`src/hdl/a64_lsd_pkg.sv`:
```
// ----------------------------------------------------------------------------
// a64_lsd_pkg
// Shared types and encodings for the AArch64 load/store decoder: result
// kinds, direction and index-mode codes, match patterns, small helpers.
// ----------------------------------------------------------------------------
`default_nettype none

package a64_lsd_pkg;

  typedef enum logic [3:0] {
    KIND_NONE     = 4'd0,
    KIND_LITERAL  = 4'd1,
    KIND_PREFETCH = 4'd2,
    KIND_STRUCT   = 4'd3,
    KIND_PAIR     = 4'd4,
    KIND_ATOMIC   = 4'd5,
    KIND_EXCL     = 4'd6,
    KIND_UNSIGNED = 4'd7,
    KIND_REGISTER = 4'd8,
    KIND_UNSCALED = 4'd9
  } kind_t;

  localparam logic [1:0] DIR_NONE  = 2'd0;
  localparam logic [1:0] DIR_READ  = 2'd1;
  localparam logic [1:0] DIR_WRITE = 2'd2;
  localparam logic [1:0] DIR_RW    = 2'd3;

  localparam logic [1:0] IDX_NONE = 2'd0;
  localparam logic [1:0] IDX_WB   = 2'd1;
  localparam logic [1:0] IDX_POST = 2'd2;

  // mask / match pairs
  localparam logic [31:0] CASP_MASK   = 32'hBFA07C00;
  localparam logic [31:0] CASP_MATCH  = 32'h08207C00;
  localparam logic [31:0] PAIR_MASK   = 32'h3A000000;
  localparam logic [31:0] PAIR_MATCH  = 32'h28000000;
  localparam logic [31:0] UOFF_MASK   = 32'h3B000000;
  localparam logic [31:0] UOFF_MATCH  = 32'h39000000;
  localparam logic [31:0] REGO_MASK   = 32'h3B200C00;
  localparam logic [31:0] REGO_MATCH  = 32'h38200800;
  localparam logic [31:0] AMO_MASK    = 32'h3B200C00;
  localparam logic [31:0] AMO_MATCH   = 32'h38200000;
  localparam logic [31:0] USCL_MASK   = 32'h3B200000;
  localparam logic [31:0] USCL_MATCH  = 32'h38000000;
  localparam logic [31:0] CAS_MASK    = 32'h3FA07C00;
  localparam logic [31:0] CAS_MATCH   = 32'h08A07C00;
  localparam logic [31:0] EXCL_MASK   = 32'h3F000000;
  localparam logic [31:0] EXCL_MATCH  = 32'h08000000;
  localparam logic [31:0] STRC_MASK   = 32'hBE000000;
  localparam logic [31:0] STRC_MATCH  = 32'h0C000000;
  localparam logic [31:0] LDST_MASK   = 32'h0A000000;
  localparam logic [31:0] LDST_MATCH  = 32'h08000000;
  localparam logic [31:0] LIT_MASK    = 32'h3B000000;
  localparam logic [31:0] LIT_MATCH   = 32'h18000000;
  localparam logic [31:0] LITV_MASK   = 32'h3F000000;
  localparam logic [31:0] LITV_MATCH  = 32'h1C000000;
  localparam logic [7:0]  LDRSW_LIT   = 8'h98;
  localparam logic [7:0]  PRFM_LIT    = 8'hD8;

  function automatic logic is_rsv(input logic [4:0] r);
    is_rsv = (r == 5'd16) || (r == 5'd17) || (r == 5'd18) ||
             (r == 5'd28) || (r == 5'd30);
  endfunction

  // total bytes of a SIMD structure transfer
  function automatic logic [7:0] struct_bytes(input logic [31:0] w);
    logic [2:0] regs;
    logic [1:0] scale;
    logic [2:0] elems;
    regs  = 3'd0;
    scale = w[15:14];
    elems = 3'({w[13], w[21]}) + 3'd1;
    if (!w[24]) begin
      case (w[15:12])
        4'd0, 4'd2:  regs = 3'd4;
        4'd4, 4'd6:  regs = 3'd3;
        4'd8, 4'd10: regs = 3'd2;
        4'd7:        regs = 3'd1;
        default:     regs = 3'd0;
      endcase
      struct_bytes = 8'({regs, 3'b000}) << w[30];
    end else begin
      if (scale == 2'd3) begin
        scale = w[11:10];
      end
      struct_bytes = 8'(elems) << scale;
    end
  endfunction

endpackage

`default_nettype wire

```
`src/hdl/a64_load_store_decoder_top.sv`:
```
// ----------------------------------------------------------------------------
// a64_load_store_decoder_top
// AArch64 load/store instruction decoder, four-stage pipeline.
//
// Input channel: instr_word with in_valid / in_ready. Output channel: one
// decoded transaction per input (access_kind, register numbers, vector flag,
// byte offset, size, direction, index mode, reserved-register flag) with
// out_valid / out_ready. Words that are not memory accesses come out as
// kind 0 with every other field zero.
// Pipeline: out_valid rises once the word has passed through four
// register stages (input register, class decode, size/offset/direction
// decode, offset shift and output register).
// Throughput: one transaction per cycle while out_ready is high; every stage
// is a register with its own valid bit, so all four can be full at once.
// Stall: when out_ready is low the pipeline fills up and holds; in_ready
// drops only once all four stages are occupied. Nothing is dropped or
// repeated.
// Reset: rst (synchronous) empties all stages; no clearing time.
// ----------------------------------------------------------------------------
`default_nettype none

module a64_load_store_decoder_top (
  input  wire  logic               clk,
  input  wire  logic               rst,
  input  wire  logic               in_valid,
  output logic                     in_ready,
  input  wire  logic [31:0]        instr_word,
  output logic                     out_valid,
  input  wire  logic               out_ready,
  output logic [3:0]               access_kind,
  output logic [4:0]               base_reg,
  output logic [4:0]               target_reg,
  output logic [4:0]               target2_reg,
  output logic [4:0]               index_reg,
  output logic                     is_vector,
  output logic signed [20:0]       byte_offset,
  output logic [7:0]               access_bytes,
  output logic [1:0]               direction,
  output logic [1:0]               index_mode,
  output logic                     uses_reserved
);

  import a64_lsd_pkg::*;

  typedef enum logic [3:0] {
    CLS_NONE,
    CLS_LITERAL,
    CLS_STRUCT,
    CLS_PAIR,
    CLS_EXCL,
    CLS_ATOMIC,
    CLS_UNSIGNED,
    CLS_REGISTER,
    CLS_UNSCALED
  } cls_t;

  // handshake chain
  logic v1, v2, v3;
  logic rdy1, rdy2, rdy3, rdyo;

  assign rdyo     = !out_valid || out_ready;
  assign rdy3     = !v3 || rdyo;
  assign rdy2     = !v2 || rdy3;
  assign rdy1     = !v1 || rdy2;
  assign in_ready = rdy1;

  // stage 1: input word
  logic [31:0] w1;

  // stage 1 -> 2: class decode
  logic  lit1, pf1, casp1;
  cls_t  cls1_next;
  kind_t kind1_next;

  assign lit1 = ((w1 & LIT_MASK) == LIT_MATCH) || (w1[31:24] == LDRSW_LIT) ||
                ((w1 & LITV_MASK) == LITV_MATCH) || (w1[31:24] == PRFM_LIT);
  assign pf1  = !w1[26] && (w1[31:30] == 2'b11) && (w1[23:22] == 2'b10);
  assign casp1 = (w1 & CASP_MASK) == CASP_MATCH;

  always_comb begin
    cls1_next  = CLS_NONE;
    kind1_next = KIND_NONE;
    if (lit1) begin
      cls1_next  = CLS_LITERAL;
      kind1_next = (w1[31:24] == PRFM_LIT) ? KIND_PREFETCH : KIND_LITERAL;
    end else if ((w1 & LDST_MASK) != LDST_MATCH) begin
      cls1_next  = CLS_NONE;
      kind1_next = KIND_NONE;
    end else if ((w1 & STRC_MASK) == STRC_MATCH) begin
      cls1_next  = CLS_STRUCT;
      kind1_next = KIND_STRUCT;
    end else if ((w1 & PAIR_MASK) == PAIR_MATCH) begin
      cls1_next  = CLS_PAIR;
      kind1_next = KIND_PAIR;
    end else if ((w1 & EXCL_MASK) == EXCL_MATCH) begin
      cls1_next  = CLS_EXCL;
      kind1_next = (casp1 || w1[23]) ? KIND_ATOMIC : KIND_EXCL;
    end else if ((w1 & AMO_MASK) == AMO_MATCH) begin
      cls1_next  = CLS_ATOMIC;
      kind1_next = KIND_ATOMIC;
    end else if ((w1 & UOFF_MASK) == UOFF_MATCH) begin
      cls1_next  = CLS_UNSIGNED;
      kind1_next = pf1 ? KIND_PREFETCH : KIND_UNSIGNED;
    end else if ((w1 & REGO_MASK) == REGO_MATCH) begin
      cls1_next  = CLS_REGISTER;
      kind1_next = pf1 ? KIND_PREFETCH : KIND_REGISTER;
    end else if ((w1 & USCL_MASK) == USCL_MATCH) begin
      cls1_next  = CLS_UNSCALED;
      kind1_next = pf1 ? KIND_PREFETCH : KIND_UNSCALED;
    end
  end

  // stage 2
  logic [31:0] w2;
  cls_t        cls2;
  kind_t       kind2;

  logic        vec2, casp2, post2;
  logic [1:0]  size2;
  logic [2:0]  lb2;
  logic [7:0]  bytes2;
  logic [20:0] imm2;
  logic [2:0]  sh2;
  logic [1:0]  mode2;
  logic [1:0]  dir2;
  logic        rd2;
  logic [4:0]  base2;
  logic        rsv2;

  assign vec2  = w2[26];
  assign size2 = w2[31:30];
  assign casp2 = (w2 & CASP_MASK) == CASP_MATCH;

  // log2 of bytes moved for the non-literal, non-structure classes
  always_comb begin
    if (casp2) begin
      lb2 = w2[30] ? 3'd4 : 3'd3;
    end else if (cls2 == CLS_PAIR) begin
      lb2 = vec2 ? (3'(size2) + 3'd3) : ((size2 == 2'd2) ? 3'd4 : 3'd3);
    end else begin
      lb2 = vec2 ? {w2[23], size2} : 3'(size2);
      if (((w2 & EXCL_MASK) == EXCL_MATCH) && !w2[23] && w2[21]) begin
        lb2 = lb2 + 3'd1;
      end
    end
  end

  always_comb begin
    case (cls2)
      CLS_NONE: begin
        bytes2 = 8'd0;
      end
      CLS_LITERAL: begin
        if (kind2 == KIND_PREFETCH) begin
          bytes2 = 8'd0;
        end else if (w2[31:24] == LDRSW_LIT) begin
          bytes2 = 8'd4;
        end else if ((w2 & LITV_MASK) == LITV_MATCH) begin
          bytes2 = 8'd4 << size2;
        end else begin
          bytes2 = w2[30] ? 8'd8 : 8'd4;
        end
      end
      CLS_STRUCT: begin
        bytes2 = struct_bytes(w2);
      end
      default: begin
        bytes2 = (kind2 == KIND_PREFETCH) ? 8'd0 : (8'd1 << lb2);
      end
    endcase
  end

  always_comb begin
    imm2  = '0;
    sh2   = '0;
    mode2 = IDX_NONE;
    post2 = 1'b0;
    case (cls2)
      CLS_LITERAL: begin
        imm2 = {{2{w2[23]}}, w2[23:5]};
        sh2  = 3'd2;
      end
      CLS_STRUCT: begin
        mode2 = w2[23] ? IDX_WB : IDX_NONE;
      end
      CLS_PAIR: begin
        post2 = (w2[24:23] == 2'b01);
        imm2  = post2 ? '0 : {{14{w2[21]}}, w2[21:15]};
        sh2   = lb2 - 3'd1;
        mode2 = post2 ? IDX_POST : ((w2[24:23] == 2'b11) ? IDX_WB : IDX_NONE);
      end
      CLS_UNSIGNED: begin
        imm2 = {9'd0, w2[21:10]};
        sh2  = lb2;
      end
      CLS_UNSCALED: begin
        post2 = (w2[11:10] == 2'b01);
        imm2  = post2 ? '0 : {{12{w2[20]}}, w2[20:12]};
        mode2 = post2 ? IDX_POST : ((w2[11:10] == 2'b11) ? IDX_WB : IDX_NONE);
      end
      default: begin
        imm2 = '0;
      end
    endcase
  end

  always_comb begin
    case (kind2)
      KIND_LITERAL: rd2 = 1'b1;
      KIND_UNSIGNED, KIND_REGISTER, KIND_UNSCALED:
        rd2 = vec2 ? w2[22] : (w2[23:22] != 2'b00);
      default: rd2 = w2[22];
    endcase
    if ((kind2 == KIND_NONE) || (kind2 == KIND_PREFETCH)) begin
      dir2 = DIR_NONE;
    end else if (((w2 & AMO_MASK) == AMO_MATCH) || casp2 ||
                 ((w2 & CAS_MASK) == CAS_MATCH)) begin
      dir2 = DIR_RW;
    end else begin
      dir2 = rd2 ? DIR_READ : DIR_WRITE;
    end
  end

  assign base2 = (cls2 == CLS_LITERAL) ? 5'd31 : w2[9:5];

  assign rsv2 = is_rsv(base2) ||
                (!vec2 && is_rsv(w2[4:0])) ||
                ((kind2 == KIND_PAIR) && !vec2 && is_rsv(w2[14:10])) ||
                (((kind2 == KIND_REGISTER) || (kind2 == KIND_STRUCT && w2[23]) ||
                  (kind2 == KIND_ATOMIC)) && is_rsv(w2[20:16]));

  // stage 3
  kind_t       kind3;
  logic [4:0]  base3, tgt3, tgt23, idx3;
  logic        vec3;
  logic [20:0] imm3;
  logic [2:0]  sh3;
  logic [7:0]  bytes3;
  logic [1:0]  dir3, mode3;
  logic        rsv3;
  logic        none3;

  assign none3 = (kind3 == KIND_NONE);

  always_ff @(posedge clk) begin
    if (rst) begin
      v1        <= 1'b0;
      v2        <= 1'b0;
      v3        <= 1'b0;
      out_valid <= 1'b0;
    end else begin
      if (rdy1) begin
        v1 <= in_valid;
      end
      if (rdy2) begin
        v2 <= v1;
      end
      if (rdy3) begin
        v3 <= v2;
      end
      if (rdyo) begin
        out_valid <= v3;
      end
    end
  end

  always_ff @(posedge clk) begin
    if (rdy1) begin
      w1 <= instr_word;
    end
    if (rdy2) begin
      w2    <= w1;
      cls2  <= cls1_next;
      kind2 <= kind1_next;
    end
    if (rdy3) begin
      kind3  <= kind2;
      base3  <= base2;
      tgt3   <= w2[4:0];
      tgt23  <= w2[14:10];
      idx3   <= w2[20:16];
      vec3   <= vec2;
      imm3   <= imm2;
      sh3    <= sh2;
      bytes3 <= bytes2;
      dir3   <= dir2;
      mode3  <= mode2;
      rsv3   <= rsv2;
    end
    if (rdyo) begin
      access_kind   <= kind3;
      base_reg      <= none3 ? 5'd0 : base3;
      target_reg    <= none3 ? 5'd0 : tgt3;
      target2_reg   <= none3 ? 5'd0 : tgt23;
      index_reg     <= none3 ? 5'd0 : idx3;
      is_vector     <= none3 ? 1'b0 : vec3;
      byte_offset   <= none3 ? 21'sd0 : $signed(imm3 << sh3);
      access_bytes  <= none3 ? 8'd0 : bytes3;
      direction     <= none3 ? DIR_NONE : dir3;
      index_mode    <= none3 ? IDX_NONE : mode3;
      uses_reserved <= none3 ? 1'b0 : rsv3;
    end
  end

endmodule

`default_nettype wire

```
`config.mk`:
```
export PLATFORM = sky130hd
export DESIGN_NAME = a64_load_store_decoder_top
export DESIGN_NICKNAME = d
export VERILOG_FILES = /design/src/hdl/a64_lsd_pkg.sv /design/src/hdl/a64_load_store_decoder_top.sv
export SDC_FILE = /design/constraint.sdc
export NUM_CORES = 1
export LEC_CHECK = 0
export ABC_AREA = 1
export BUFFER_PORTS_ARGS = -buffer_cell sky130_fd_sc_hd__buf_2
export CAP_MARGIN = 15
export CORE_MARGIN = 8
export CORE_UTILIZATION = 50
export DETAILED_ROUTE_END_ITERATION = 8
export MAX_ROUTING_LAYER = met4
export PLACE_DENSITY_LB_ADDON = 0.12
export SETUP_SLACK_MARGIN = 0.05
export SLEW_MARGIN = 20
export SYNTH_ARGS = -nofsm -noshare
export SYNTH_HDL_FRONTEND = slang
export SYNTH_SLANG_ARGS = --single-unit
```
`constraint.sdc`:
```
create_clock -name clk -period 13.2 [get_ports clk]
set_input_delay 3.3 -clock clk [delete_from_list [all_inputs] [get_ports clk]]
set_output_delay 3.3 -clock clk [all_outputs]
set_load 0.05 [all_outputs]
```
==> results of run 1 <==
Yosys cell counts (4+ instances only):
cell type	count
edfxtp_1	191
nand2_1	166
inv_1	107
nor2_1	82
nand3_1	55
o21ai_0	32
a21oi_1	18
o22ai_1	17
nand4_1	11
a22oi_1	10
ha_1	10
clkbuf_1	7
inv_2	7
nor2_2	7
buf_2	6
nor3_1	5
dfxtp_1	4
mux2i_1	4
nand2_2	4
nand3b_1	4
o211ai_2	4
per-stage QoR:
stage / setup slack, ns / hold slack, ns / power (mW) / instance area, um2 / utilization
after floorplan: 2.84 / 0.400 / 0.832 / 8660 / -
after global placement: 4.84 / 0.401 / 0.866 / 9340 / 0.546
after detailed placement: 4.79 / 0.406 / 0.869 / 9340 / 0.546
after CTS: 4.79 / 0.424 / 1.35 / 9910 / 0.579
after global routing: 4.62 / 0.433 / 1.39 / 9910 / 0.579
final: 4.88 / 0.422 / 1.34 / 9910 / 0.579
routing by layer:
layer	vias up	global-route usage
li1	2885	-
met1	2653	0.188
met2	168	0.281
met3	26	0.0352
met4	0	0.0734
met5	-	-
how the worst min path moves through the flow:
stage	from	endpoint
global route	w1[19]$_DFFE_PP_	w2[19]$_DFFE_PP_
floorplan	w1[0]$_DFFE_PP_	w2[0]$_DFFE_PP_
CTS	w1[2]$_DFFE_PP_	w2[2]$_DFFE_PP_
detailed placement	w1[20]$_DFFE_PP_	w2[20]$_DFFE_PP_
finish	w1[2]$_DFFE_PP_	w2[2]$_DFFE_PP_
global placement	w1[0]$_DFFE_PP_	w2[0]$_DFFE_PP_
layout make-up:
class,count,share of cell area
Sequential cell,195,0.587
Tap cell,225,0.0284
Inverter,115,0.0441
Clock buffer,17,0.0429
Multi-Input combinational cell,456,0.231
Timing Repair Buffer,101,0.0523
Clock inverter,15,0.0148
cell families after synthesis:
kind of cell,after synthesis,synth area share
buffers and inverters,135,0.0639
AOI/OAI and AO/OA,98,0.0708
and+or+nand+nor,344,0.174
DFF,195,0.672
adders and majority gates,10,0.0145
muxes,4,0.00463
power by group:
| group | total, mW | internal [mW] | switching, mW |
|---|---|---|---|
| combinational | 0.124 | 0.0309 | 0.0927 |
| sequential | 0.731 | 0.711 | 0.0200 |
| clock | 0.485 | 0.251 | 0.234 |
==> metrics, run 1 <==
outcome completed; # rows 48; CP delay by family, top buffers and inverters; Largest regs w1 x32, w2 x32, byte_offset x21; top_reg_cell synth edfxtp_1; startpoint types primary input; total CTS buffers 17; Synth Instances 786; core area 17100 um2; largest net degree at the start of global routing 62; Routed WL 17.1 mm; Yosys top cell area share 0.663; Achievable Freq approximately 120 MHz; Layout fillers 1517; Worst Path Max Fanout 61; DR pass1 iterations 5; # DRC 0; largest incremental delay on the critical path between 0.5 and 0.6 ns; Hold Buf Count CTS 0; hold depth 0; H-tree depth 4; PD cells 135 nW/um2; CTS clk-pin slew, worst paths around 0.070 ns; vias in the first global route 5710; Final Hold Viols 0; worst vdd ir 0.0875 mV; Top Metal Used met4; Reg-to-Reg End sh3[1]$_SDFFCE_PN0P_; CTS tree done; R2R depth 15; final setup vio count 0; reg2reg start w2[30]$_DFFE_PP_; most common cell after layout, fill and taps aside edfxtp_1; die width 148 um; Worst Path Arrival 5.02 ns; main area contributors after synthesis edfxtp_1 (66%), nand2_1 (7.2%), inv_1 (4.6%), nor2_1 (3.6%), nand3_1 (3.2%); fin crit period 8.32 ns; Setup crit end in_ready; Syn Nets 832; port bufs 96; Initial DRC Count 362; Finished Layout Cells ~1100; post-route ant nets 0; RD Place Congestion between 0.9 and 1; share of layout cells above drive strength 1 0.188; Max-Cap Viols 0; Tcrit/Tclk final 0.630; Die Area 21800 um2; P&R area growth vs syn 14.5%; Yosys top cell by area edfxtp_1; CTS resizes 0; Clock Latency Late Sink 0.42 ns; setup TNS 0 ns; Avg Inst Size Synth 11.0 um2; Critical Path Start out_ready; most frequent cells in the layout edfxtp_1 (191), nand2_1 (166), inv_1 (105); flop2flop setup slack approximately 11 ns; sequence of cells on the critical path buf_2 > nor2_1 > inv_2 > buf_4 > nor2_1 > inv_2 > nor2_1 > nand2_1 > buf_4 > buf_2; global-route wire length before repair 27.9 mm; worst endpoint required time 9.90 ns; hpwl dp 12.7 mm; initial antenna violation count 0; critical path type in2out; Clock Path Buffers 2; WP buf/inv 6; slowest stage cell, crit path buf_4; WL met3 roughly 900 um; CP endpoint kind output port; CTS Sinks between 150 and 200; Final #Nets between 900 and 1000; Cell Area, Synth roughly 8700 um2; number of cells after detailed placement 1092; RSZ-0062 raised after global routing false; max-slew violations 0; sequential standard cell area 5820 um2; multi-input logic area 2290 um2; drt wl/cell 15.2 um; YS warnings 0; total global-route track usage 0.166; Post-Route M1 WL 7.37 mm; Layout Skew 0.0132 ns; drt via density 5.10; Distinct cells, synth 41; die height 148 um; Tightest Hold Check Type reg2reg; Top Ports 97; total grt overflow 0; via count 5732; FFs w/ async S/R, synth 0; ANT cells 0; slew margin rel. 0.478; Post-synth EDFFs 191; Worst-Margin Slew approximately 0.8 ns; postcts setup bufs 0; P_leak approximately 4.4 nW; Critical Path Stages 10; register area share after synthesis 0.672; CTS root buf clkbuf_16; routed length on met2 8.45 mm; initial core utilization 0.506; synthesized flop and latch total 195; Most Frequent Cell on Critical Path nor2_1
Note: power is estimated with default switching activity, not from simulation.
==> run 2: changes to the inputs <==
Clock period 13.2 ns to 6.74 ns, I/O delays scaled along.
==> run 2 against run 1 <==
  * Sequential cell count unchanged
  * Wire length grew 1.3%
  * Clock power up 100%
  * Die area unchanged
  * Critical path depth is 2 lower
  * Count of clock-buffer cells in the layout is the same
  * Worst hold slack worse by 0.00069 ns
  * Via count up 0.96%
  * Setup slack got worse by 2.5 ns
  * Clock skew grew 0.0014 ns
  * Non-clock buffer count unchanged
  * Sequential share of layout area did not move
  * Critical endpoint unchanged
  * Largest power group unchanged
  * Highest routed layer unchanged
==> metrics, run 2 (same netlist as run 1, synthesis figures left out) <==
CTS root buf clkbuf_16; port bufs 96; PD cells 267 nW/um2; Clock Latency Late Sink roughly 0.44 ns; slew margin rel. 0.479; vias in the first global route 5739; drt via density 5.16; post-route ant nets 0; CTS resizes 0; total global-route track usage 0.169; met2 usage in global routing 0.286; most frequent cells in the layout edfxtp_1 (191), nand2_1 (166), inv_1 (105); Tightest Hold Check Type reg2reg; Layout fillers roughly 1400; Achievable Freq around 230 MHz; largest incremental delay on the critical path between 0.2 and 0.25 ns; CTS clk-pin slew, worst paths 0.07 ns; Top Ports 97; DR pass1 iterations 5; Final #Nets 932; Worst-Margin Slew around 0.8 ns; hpwl dp 12.8 mm; startpoint types primary input; most common cell after layout, fill and taps aside edfxtp_1; postcts setup bufs 0; max-slew violations 0; share of layout cells above drive strength 1 0.188; ANT cells 0; largest net degree at the start of global routing 62; slowest stage cell, crit path buf_2; outcome completed; sequence of cells on the critical path buf_2 > nor2_1 > inv_2 > nor2_1 > clkinvlp_4 > nor2_1 > nand2_1 > buf_2; P&R area growth vs syn 14.5%; pre-CTS setup slack 2.40 ns; worst endpoint required time 5.06 ns; final worst slack 2.41 ns; Final Hold Viols 0; Tcrit/Tclk final 0.643; fin crit period 4.33 ns; CTS tree done; total grt overflow 0; # rows 48; Clock Path Buffers 2; Max-Cap Viols 0; RSZ-0062 raised after global routing false; global-route wire length before repair 28.2 mm; Layout Skew 0.0146 ns; die height between 100 and 150 um; critical path type in2out; M3 GR Usage 0.0364; Largest regs w1 x32, w2 x32, byte_offset x21; Most Frequent Cell on Critical Path nor2_1; RD Place Congestion around 0.92; overall power approximately 2.6 mW; Routed WL 17.4 mm; H-tree depth 4; initial antenna violation count 0; Worst Path Max Fanout 2; total CTS buffers 17; initial core utilization 0.506; worst vdd ir 0.177 mV; CP endpoint kind output port; core area 17100 um2; Die Area 21800 um2; via count 5787; CTS Sinks just under 200; routing usage on met1 0.192; # DRC 0; die width ~150 um; Initial DRC Count 377; GRT busiest layer met2; final setup vio count 0; P_leak 4.42 nW; Worst Path Arrival about 2.7 ns; Hold Buf Count CTS 0; setup TNS 0 ns; drt wl/cell 15.5 um
-- run 2: changes by cell type in the layout (fill, tap and decap cells not counted) --
cell and change:
bufinv_16 +1, clkinvlp_4 +3, clkinv_1 -2, inv_2 -1
clkinv_4 -2, clkinv_8 -1, inv_6 +1, inv_12 -1
-- run 2: power by group --
part	leakage, nW	total [mW]	internal [mW]	switching [mW]
logic	1.93	0.242	0.0604	0.182
clock network	0.272	0.975	0.519	0.456
registers	2.22	1.43	1.39	0.0393
-- run 2: cell type report --
class	instances	area, um2	share of cell area
Timing Repair Buffer	101	518	0.0523
Sequential cell	195	5820	0.587
Inverter	115	440	0.0444
Tap cell	225	282	0.0284
Multi-Input combinational cell	456	2290	0.231
Clock buffer	17	425	0.0429
Clock inverter	13	143	0.0144
-- run 2: worst paths after layout --
check / startpoint / to / slack [ns] / depth (start not counted)
setup / recovery: out_ready / in_ready / 2.41 / 8
hold / removal: w1[8]$_DFFE_PP_ / w2[8]$_DFFE_PP_ / 0.42 / 0
setup reg to reg: w2[30]$_DFFE_PP_ / sh3[1]$_SDFFCE_PN0P_ / 4.19 / 15
hold reg to reg: w1[8]$_DFFE_PP_ / w2[8]$_DFFE_PP_ / 0.42 / 0
-- run 2: worst max-delay path, delay by kind of cell --
family,cells,cell delay [ns]
buf+inv,4,0.47
simple gates,4,0.49
-- run 2: metal layers --
metal / wire length, um / share of wire
met5: 0 / 0
met2: 8640 / 0.50
met1: 7430 / 0.43
met4: 360 / 0.021
met3: 932 / 0.054
-- run 2: through the flow --
stage | util | instance area (um2) | cells | hold WS [ns]
2_1_floorplan | - | 8660 | 786 | 0.400
3_3_place_gp | 0.546 | 9340 | 1092 | 0.401
6_report | 0.579 | 9910 | 1122 | 0.421
4_1_cts | 0.579 | 9910 | 1122 | 0.421
5_1_grt | 0.579 | 9910 | 1122 | 0.433
3_5_place_dp | 0.546 | 9340 | 1092 | 0.405
==> run 3: changes to the inputs <==
Clock period 6.74 ns to 3.7 ns, I/O delays scaled along.
==> run 3 against run 2 <==
  * Non-clock buffer count shrank 1
  * Sequential power rose by 83%
  * Clock power up 86%
  * Clock skew fell by 0.0074 ns
  * Setup slack got worse by 1.8 ns
  * Combinational power grew 82%
  * Register-to-register slack worse by 3.0 ns
  * Critical path depth unchanged
  * Critical path type unchanged
  * Sequential share of layout area fell by 0.38 points
  * Total power is 84% higher
  * Count of clock-buffer cells in the layout is 1 higher
  * Via count is 1.2% lower
==> metrics, run 3 (same netlist as run 1, synthesis figures left out) <==
Layout Skew 0.00724 ns; die width 148 um; Tcrit/Tclk final 0.826; worst vdd ir 0.319 mV; Final Hold Viols 0; Routed WL 17.3 mm; Worst-Margin Slew 0.763 ns; via count 5719; share of layout cells above drive strength 1 0.194; postcts setup bufs 0; CTS tree done; Worst Path Arrival 2.13 ns; total CTS buffers 17; Largest regs w1 x32, w2 x32, byte_offset x21; Top Ports 97; drt via density slightly above 5; Max-Cap Viols 0; initial core utilization 0.506; PD cells 487 nW/um2; core area 17100 um2; RD Place Congestion 0.898; startpoint types primary input; Worst Path Max Fanout 34; P_leak 4.43 nW; worst endpoint required time 2.77 ns; final worst slack between 0.6 and 0.7 ns; largest net degree at the start of global routing 62; CTS root buf clkbuf_16; most common cell after layout, fill and taps aside edfxtp_1; max-slew violations 0; Clock Latency Late Sink between 0.4 and 0.5 ns; R2R depth 15; outcome completed; Final #Nets 931; global-route wire length before repair 28.3 mm; vias in the first global route 5672; Initial DRC Count 331; initial antenna violation count 0; pre-CTS setup slack 0.633 ns; RSZ-0062 raised after global routing false; most frequent cells in the layout edfxtp_1 (191), nand2_1 (165), inv_1 (105); total grt overflow 0; # DRC 0; die height 148 um; Clock Path Buffers 2; Achievable Freq 327 MHz; total global-route track usage 0.169; drt wl/cell between 15 and 20 um; Tightest Hold Check Type reg2reg; CTS resizes 0; Layout fillers 1448; H-tree depth 4; post-route ant nets 0; fin crit period 3.05 ns; DR pass1 iterations 5; Die Area 21800 um2; CP endpoint kind output port; slew margin rel. 0.491; P&R area growth vs syn 15.3%; sequential standard cell area 5820 um2; multi-input logic area 2330 um2; hpwl dp approximately 13 mm; hold depth 0; ANT cells 0; overall power ~5 mW; critical path type in2out; # rows 48; CTS clk-pin slew, worst paths 0.07 ns; port bufs 96; Hold Buf Count CTS 0; CTS Sinks 195; final setup vio count 0
-- run 3: changes by cell type in the layout (fill, tap and decap cells not counted), sizes merged --
cell / change
inv: -1
clkinv: +2
buf: -1
clkbuf: +1
-- run 3: worst max-delay path: stages --
cell,delay (ns)
buf_2,0.11
nor2_4,0.09
clkinvlp_4,0.11
nor2_4,0.13
clkinvlp_4,0.11
nor2_4,0.18
nand2_8,0.18
buf_2,0.28
-- run 3: path summary, 6_finish.rpt --
kind	slack [ns]	start	endpoint
min	0.41	w1[16]$_DFFE_PP_	w2[16]$_DFFE_PP_
max reg2reg	1.18	w2[30]$_DFFE_PP_	sh3[1]$_SDFFCE_PN0P_
max	0.65	out_ready	in_ready
min reg2reg	0.41	w1[16]$_DFFE_PP_	w2[16]$_DFFE_PP_
-- run 3: per-layer routing --
metal | up-vias | global-route usage | share of wire
met2 | 159 | 0.288 | 0.51
met3 | 23 | 0.0394 | 0.055
li1 | 2885 | - | -
met5 | - | - | 0
met4 | 0 | 0.0678 | 0.018
met1 | 2652 | 0.191 | 0.42
-- run 3: final cells by class --
cell class / count / share of cell area
clock buffer: 18 / 0.0430
clock inverter: 14 / 0.0169
inverter: 115 / 0.0445
multi-input combinational: 456 / 0.233
sequential: 195 / 0.583
tap: 225 / 0.0282
timing repair buffer: 100 / 0.0512
-- run 3: per-stage QoR --
stage / hold slack [ns] / TNS (ns) / instances / util / instance area (um2)
2_1_floorplan: 0.400 / -29.49 / 786 / - / 8700
3_3_place_gp: 0.401 / 0 / 1091 / 0.548 / 9380
3_5_place_dp: 0.405 / 0 / 1091 / 0.548 / 9380
4_1_cts: 0.420 / 0 / 1123 / 0.583 / 9980
5_1_grt: 0.425 / 0 / 1123 / 0.583 / 9980
6_report: 0.414 / 0 / 1123 / 0.583 / 9980
-- run 3: report_power, final --
part / internal, mW / total, mW / leakage [nW] / switching, mW
Combinational: 0.111 / 0.441 / 1.93 / 0.331
Clock: 0.968 / 1.81 / 0.290 / 0.846
Sequential: 2.54 / 2.61 / 2.22 / 0.0722
Total: 3.61 / 4.86 / 4.43 / 1.25
